<file path="src/sv/nose_hoover_verlet_step_assert.svh">
// assertion macros shared by the block's modules
`ifndef NOSE_HOOVER_VERLET_STEP_ASSERT_SVH
`define NOSE_HOOVER_VERLET_STEP_ASSERT_SVH
`ifndef SYNTHESIS
`define NHV_ASSERT(lbl, prop, msg) \
    lbl: assert property (@(posedge i_clk) disable iff (!i_rst_n) prop) else $error(msg);
`define NHV_ASSERT_NEXT(lbl, ante, cons, msg) \
    lbl: assert property (@(posedge i_clk) disable iff (!i_rst_n) (ante) |=> (cons)) \
        else $error(msg);
`else
`define NHV_ASSERT(lbl, prop, msg)
`define NHV_ASSERT_NEXT(lbl, ante, cons, msg)
`endif
`endif

</file>
<file path="src/sv/nhv_pkg.sv">
package nhv_pkg;

    localparam int FRAC_BITS = 16;
    localparam int MAX_DIMS  = 3;

    // configuration register indexes
    localparam logic [2:0] CFG_TIME_STEP   = 3'd0;
    localparam logic [2:0] CFG_THERMO_MASS = 3'd1;
    localparam logic [2:0] CFG_TARGET_TEMP = 3'd2;
    localparam logic [2:0] CFG_BOLTZMANN   = 3'd3;
    localparam logic [2:0] CFG_DIMENSIONS  = 3'd4;
    localparam logic [2:0] CFG_WAIT_STEPS  = 3'd5;

    localparam logic [47:0]        KSUM_MAX  = 48'hFFFF_FFFF_FFFF;
    localparam logic signed [63:0] SAT_WIDE  = 64'sh3FFF_FFFF_FFFF_FFFF;
    localparam logic signed [63:0] I32_MAX_W = 64'sd2147483647;
    localparam logic signed [63:0] I32_MIN_W = -64'sd2147483648;
    localparam logic [31:0]        I32_MAX   = 32'h7FFF_FFFF;

    // datapath operations
    typedef enum logic [3:0] {
        OP_KSQ,
        OP_KDIV,
        OP_FIM,
        OP_FZV,
        OP_KICK,
        OP_DRIFT,
        OP_ITEM_END,
        OP_TK,
        OP_TW,
        OP_NUM,
        OP_ZDIV,
        OP_DEN,
        OP_LDIV,
        OP_CLOSE,
        OP_EMIT
    } t_op;

    typedef struct packed {
        logic       start;
        t_op        op;
        logic [1:0] comp;
    } t_dp_cmd;

    typedef struct packed {
        logic       done;
        logic       cmd;
        logic       last;
        logic [1:0] dims;
        logic       q_valid;
        logic       learn_now;
    } t_dp_sts;

    typedef struct packed {
        logic            command;
        logic [2:0][31:0] pos;
        logic [2:0][31:0] vel;
        logic [2:0][31:0] frc;
        logic [31:0]     inverse_mass;
        logic            last_particle;
    } t_item;

    typedef struct packed {
        logic [2:0][31:0] nvel;
        logic [2:0][31:0] npos;
        logic [31:0]     friction;
        logic [31:0]     temperature;
        logic            pass_done;
    } t_result;

    function automatic logic signed [63:0] sx64(input logic [31:0] x);
        return {{32{x[31]}}, x};
    endfunction

    function automatic logic [31:0] sat32(input logic signed [63:0] x);
        logic [31:0] r;
        if (x > I32_MAX_W) begin
            r = I32_MAX_W[31:0];
        end else if (x < I32_MIN_W) begin
            r = I32_MIN_W[31:0];
        end else begin
            r = x[31:0];
        end
        return r;
    endfunction

    function automatic logic signed [63:0] sat_wide(input logic signed [63:0] x);
        logic signed [63:0] r;
        if (x > SAT_WIDE) begin
            r = SAT_WIDE;
        end else if (x < -SAT_WIDE) begin
            r = -SAT_WIDE;
        end else begin
            r = x;
        end
        return r;
    endfunction

endpackage

</file>
<file path="src/sv/nhv_ctrl.sv">
`include "nose_hoover_verlet_step_assert.svh"

module nhv_ctrl (
    input  logic            i_clk,
    input  logic            i_rst_n,
    input  logic            i_accept,
    input  nhv_pkg::t_dp_sts i_sts,
    output nhv_pkg::t_dp_cmd o_cmd,
    output logic            o_in_ready
);
    import nhv_pkg::*;

    typedef enum logic [1:0] {S_IDLE, S_START, S_WAIT} t_state;

    t_state     r_state;
    t_op        r_op;
    logic [1:0] r_comp;
    t_op        n_op;
    logic [1:0] n_comp;
    t_op        comp_op;
    t_op        after_z;
    logic       more_comp;

    // operation sequence of one particle and of the pass end
    always_comb begin
        more_comp = ({1'b0, r_comp} + 3'd1) < {1'b0, i_sts.dims};
        comp_op   = more_comp ? OP_KSQ : OP_ITEM_END;
        after_z   = i_sts.learn_now ? OP_DEN : OP_CLOSE;
        n_comp    = r_comp;
        case (r_op)
            OP_KSQ:      n_op = OP_KDIV;
            OP_KDIV:     n_op = OP_FIM;
            OP_FIM:      n_op = OP_FZV;
            OP_FZV:      n_op = OP_KICK;
            OP_KICK: begin
                if (!i_sts.cmd) begin
                    n_op = OP_DRIFT;
                end else begin
                    n_op   = comp_op;
                    n_comp = more_comp ? r_comp + 2'd1 : r_comp;
                end
            end
            OP_DRIFT: begin
                n_op   = comp_op;
                n_comp = more_comp ? r_comp + 2'd1 : r_comp;
            end
            OP_ITEM_END: begin
                if (!i_sts.last) begin
                    n_op = OP_EMIT;
                end else begin
                    n_op = i_sts.q_valid ? OP_TK : after_z;
                end
            end
            OP_TK:       n_op = OP_TW;
            OP_TW:       n_op = OP_NUM;
            OP_NUM:      n_op = OP_ZDIV;
            OP_ZDIV:     n_op = after_z;
            OP_DEN:      n_op = OP_LDIV;
            OP_LDIV:     n_op = OP_CLOSE;
            OP_CLOSE:    n_op = OP_EMIT;
            default:     n_op = OP_EMIT;
        endcase
    end

    // state and registered command
    always_ff @(posedge i_clk) begin
        if (!i_rst_n) begin
            r_state <= S_IDLE;
            r_op    <= OP_KSQ;
            r_comp  <= '0;
        end else begin
            unique case (r_state)
                S_IDLE: begin
                    if (i_accept) begin
                        r_op    <= OP_KSQ;
                        r_comp  <= '0;
                        r_state <= S_START;
                    end
                end
                S_START: begin
                    r_state <= S_WAIT;
                end
                S_WAIT: begin
                    if (i_sts.done) begin
                        if (r_op == OP_EMIT) begin
                            r_state <= S_IDLE;
                        end else begin
                            r_op    <= n_op;
                            r_comp  <= n_comp;
                            r_state <= S_START;
                        end
                    end
                end
                default: r_state <= S_IDLE;
            endcase
        end
    end

    assign o_cmd.start = (r_state == S_START);
    assign o_cmd.op    = r_op;
    assign o_cmd.comp  = r_comp;
    assign o_in_ready  = (r_state == S_IDLE);

    `NHV_ASSERT(a_done_in_wait, i_sts.done |-> r_state == S_WAIT, "done outside wait")
    `NHV_ASSERT_NEXT(a_accept_start, i_accept, r_state == S_START, "accept did not start")
endmodule

</file>
<file path="config.mk">
export PLATFORM = sky130hd
export DESIGN_NAME = nhv_ctrl
export DESIGN_NICKNAME = d
export VERILOG_FILES = /design/src/sv/nhv_pkg.sv /design/src/sv/nhv_ctrl.sv
export VERILOG_INCLUDE_DIRS = /design/src /design/src/sv
export SDC_FILE = /design/constraint.sdc
export NUM_CORES = 1
export LEC_CHECK = 0
export BUFFER_PORTS_ARGS = -buffer_cell sky130_fd_sc_hd__buf_4
export CAP_MARGIN = 20
export CORE_MARGIN = 2
export CORE_UTILIZATION = 45
export DETAILED_ROUTE_END_ITERATION = 12
export PLACE_DENSITY = 0.69
export SKIP_LAST_GASP = 1
export SLEW_MARGIN = 10
export SYNTH_ARGS = -nofsm -noshare
export SYNTH_HDL_FRONTEND = slang
export SYNTH_SLANG_ARGS = --single-unit
export TNS_END_PERCENT = 50
</file>
<file path="constraint.sdc">
create_clock -name i_clk -period 4.2 [get_ports i_clk]
set_input_delay 0.84 -clock i_clk [delete_from_list [all_inputs] [get_ports i_clk]]
set_output_delay 0.84 -clock i_clk [all_outputs]
set_load 0.05 [all_outputs]
</file>
==> results.py <==
metrics = {
    "run_status": {
        "status": "complete, no violations",
    },
    "die": {
        "die-area_mm2": 0.001707,
        "rows": 13,
        "ioPinCount": 18,
        "coreArea_mm2": 0.001301,
        "fp.dieW_um": 41.32,
        "die_h_um": 41.32,
        "start_util_pct": 48.17,
    },
    "logic_synthesis": {
        "synthCells": 78,
        "synth_top_area_share_pct": 25.55,
        "ys_seq_elements": 8,
        "synthTopCellsByCount": "nor2_1, inv_1, dfxtp_1",
        "synth_edf_count": 0,
        "yosysTopAreaCell": "dfxtp_1",
        "syn_area_um2": 626.9,
        "synth_warnings": 0,
        "synthFlopType": "dfxtp_1",
        "yosysSeqAreaShare_pct": 25.55,
        "synth_area_leaders": "dfxtp_1, nor2_1, inv_1",
        "async_flop_share_pct": 0,
        "synth.most_common_cell": "nor2_1",
        "ys_types": 38,
        "synth_nets": 90,
        "postSynthAreaPerCell_um2": 8.037,
    },
    "cts": {
        "clk_pin_slew_worst_paths_ns": 0.07,
        "cts_tree": "done",
        "ctsResizeCount": 0,
        "clk_latency_ns": 0.26,
        "cts_root_buf": "clkbuf_4",
        "numCtsBuffers": 3,
        "ctsHoldBuffers": 0,
        "postCtsSetupBuffers": 0,
        "clockBufferDepth": 2,
        "clock-sinks": 8,
        "h-tree-depth": 1,
    },
    "sta": {
        "slew_violations": 0,
        "worst_slew_pin_slew_ns": 0.5538,
        "period_minus_slack_ns": 2.129,
        "skew_ns": 0.01329,
        "slew_headroom_pct": 62.91,
        "hold_viol_final": 0,
        "period_share_pct": 50.69,
        "setup_viol": 0,
        "max_clock_freq_mhz": 469.7,
        "grt_setup_unrepaired": "no",
        "timing.setup.tns_ns": 0,
    },
    "power": {
        "ir_drop_mv": 0.1921,
        "cellPowerDensity_mw_per_mm2": 236.1,
        "power_uw": 182.6,
        "power.leakage_nw": 0.2902,
    },
    "critical_path": {
        "rrSetupSlack_ns": 2.32,
        "criticalPathCategory": "in -> reg",
        "arrival_ns": 2.29,
        "critPathMaxFanout": 6,
        "worstSetupEndpointType": "flip-flop",
        "startpoint_type": "input pin",
        "crit_required_ns": 4.36,
    },
    "global_routing": {
        "grt_pass1_wl_um": 2208,
        "gr-total-overflow": 0,
        "antenna_found_initial": 0,
        "grtUsageTotal_pct": 20.13,
        "grt_pass1_vias": 535,
        "grt_start_max_net_pins": 15,
    },
    "cells_and_area": {
        "fin_util_pct": 59.42,
        "final_layout_size_suffix_gt1_share_pct": 25.26,
        "nets": 109,
        "antenna_cells": 0,
        "area_delta_synth_final_pct": 23.35,
    },
    "routing": {
        "ant_nets": 0,
        "drt_iter0_drc": 10,
        "wirelength_um": 1458,
        "vias_per_cell": 5.609,
        "drc": 0,
        "detail_route.wl_per_cell_um": 13.25,
        "vias": 617,
        "first_pass_iters": 4,
    },
    "placed_design": {
        "io_buffers": 17,
        "post-dp-hpwl_um": 1064,
        "gp_congestion": 0.7248,
    },
    "worst_hold_path": {
        "hold_path.class": "reg -> reg",
    },
    "run": {
        "drv_cap": 0,
    },
}
[worst max-delay path, cell delays in order]
cell     delay, ns
buf_4         0.10
inv_1         0.06
fa_1          0.40
a31oi_1       0.49
o32ai_1       0.15
a32o_1        0.24
[area by class of cell]
cell class / count / area, um2
Fill cell: 128 / 528.0
Multi-Input combinational cell: 58 / 410.4
Sequential cell: 8 / 160.2
Timing Repair Buffer: 17 / 127.6
Inverter: 9 / 33.78
Clock buffer: 3 / 22.52
Tap cell: 15 / 18.77
[metal layers]
metal / up-vias / part of all wire [%] / global-route usage (%)
li1: 326 / - / -
met1: 277 / 51 / 26.71
met2: 12 / 45 / 30.47
met3: 2 / 3.7 / 4.787
met4: 0 / 0.69 / 9.677
met5: - / 0 / 0
[flip-flops by register name, indices dropped and copies added (netlist names)]
| register | count |
|---|---|
| r_comp | 2 |
| r_op | 4 |
| r_state | 2 |
[final timing paths]
| path | start | to | cells past startpoint |
|---|---|---|---|
| setup / recovery | i_sts[3] | r_op[1] | 6 |
| hold / removal | r_comp[1] | r_comp[1] | 2 |
| setup reg to reg | r_comp[0] | r_op[1] | 4 |
| hold reg to reg | r_comp[1] | r_comp[1] | 2 |
[layout by cell type, fill, tap and decap left out, types with 2 or more instances in the layout]
master and n:
a21oi_1 5, a221o_1 2, a31oi_1 2, a32oi_1 2, buf_4 17, clkbuf_4 3, dfxtp_1 8, inv_1 9
nand2_1 6, nand2b_1 3, nand4_1 2, nor2_1 10, nor2b_1 2
[logic make-up after synthesis]
| group | share of synthesized area, % |
|---|---|
| buffers and inverters | 8.981 |
| and+or+nand+nor | 31.54 |
| adders and majority gates | 5.189 |
| DFF | 25.55 |
| AOI/OAI and AO/OA | 28.74 |
[stage by stage]
step / setup slack (ns) / instances / instance area (um2) / hold WS (ns)
after floorplan: 2.104 / 78 / 626.9 / 0.5138
after global placement: 1.865 / 107 / 750.7 / 0.5438
after detailed placement: 1.787 / 107 / 750.7 / 0.5489
after CTS: 2.075 / 110 / 773.2 / 0.5572
after global routing: 2.015 / 110 / 773.2 / 0.5810
final: 2.071 / 110 / 773.2 / 0.5484
[power by group]
part	internal (mW)	switching [mW]
Combinational	0.0149	0.0228
Clock	0.0329	0.0308
Sequential	0.0775	0.00361
Note: power is estimated with default switching activity, not from simulation.
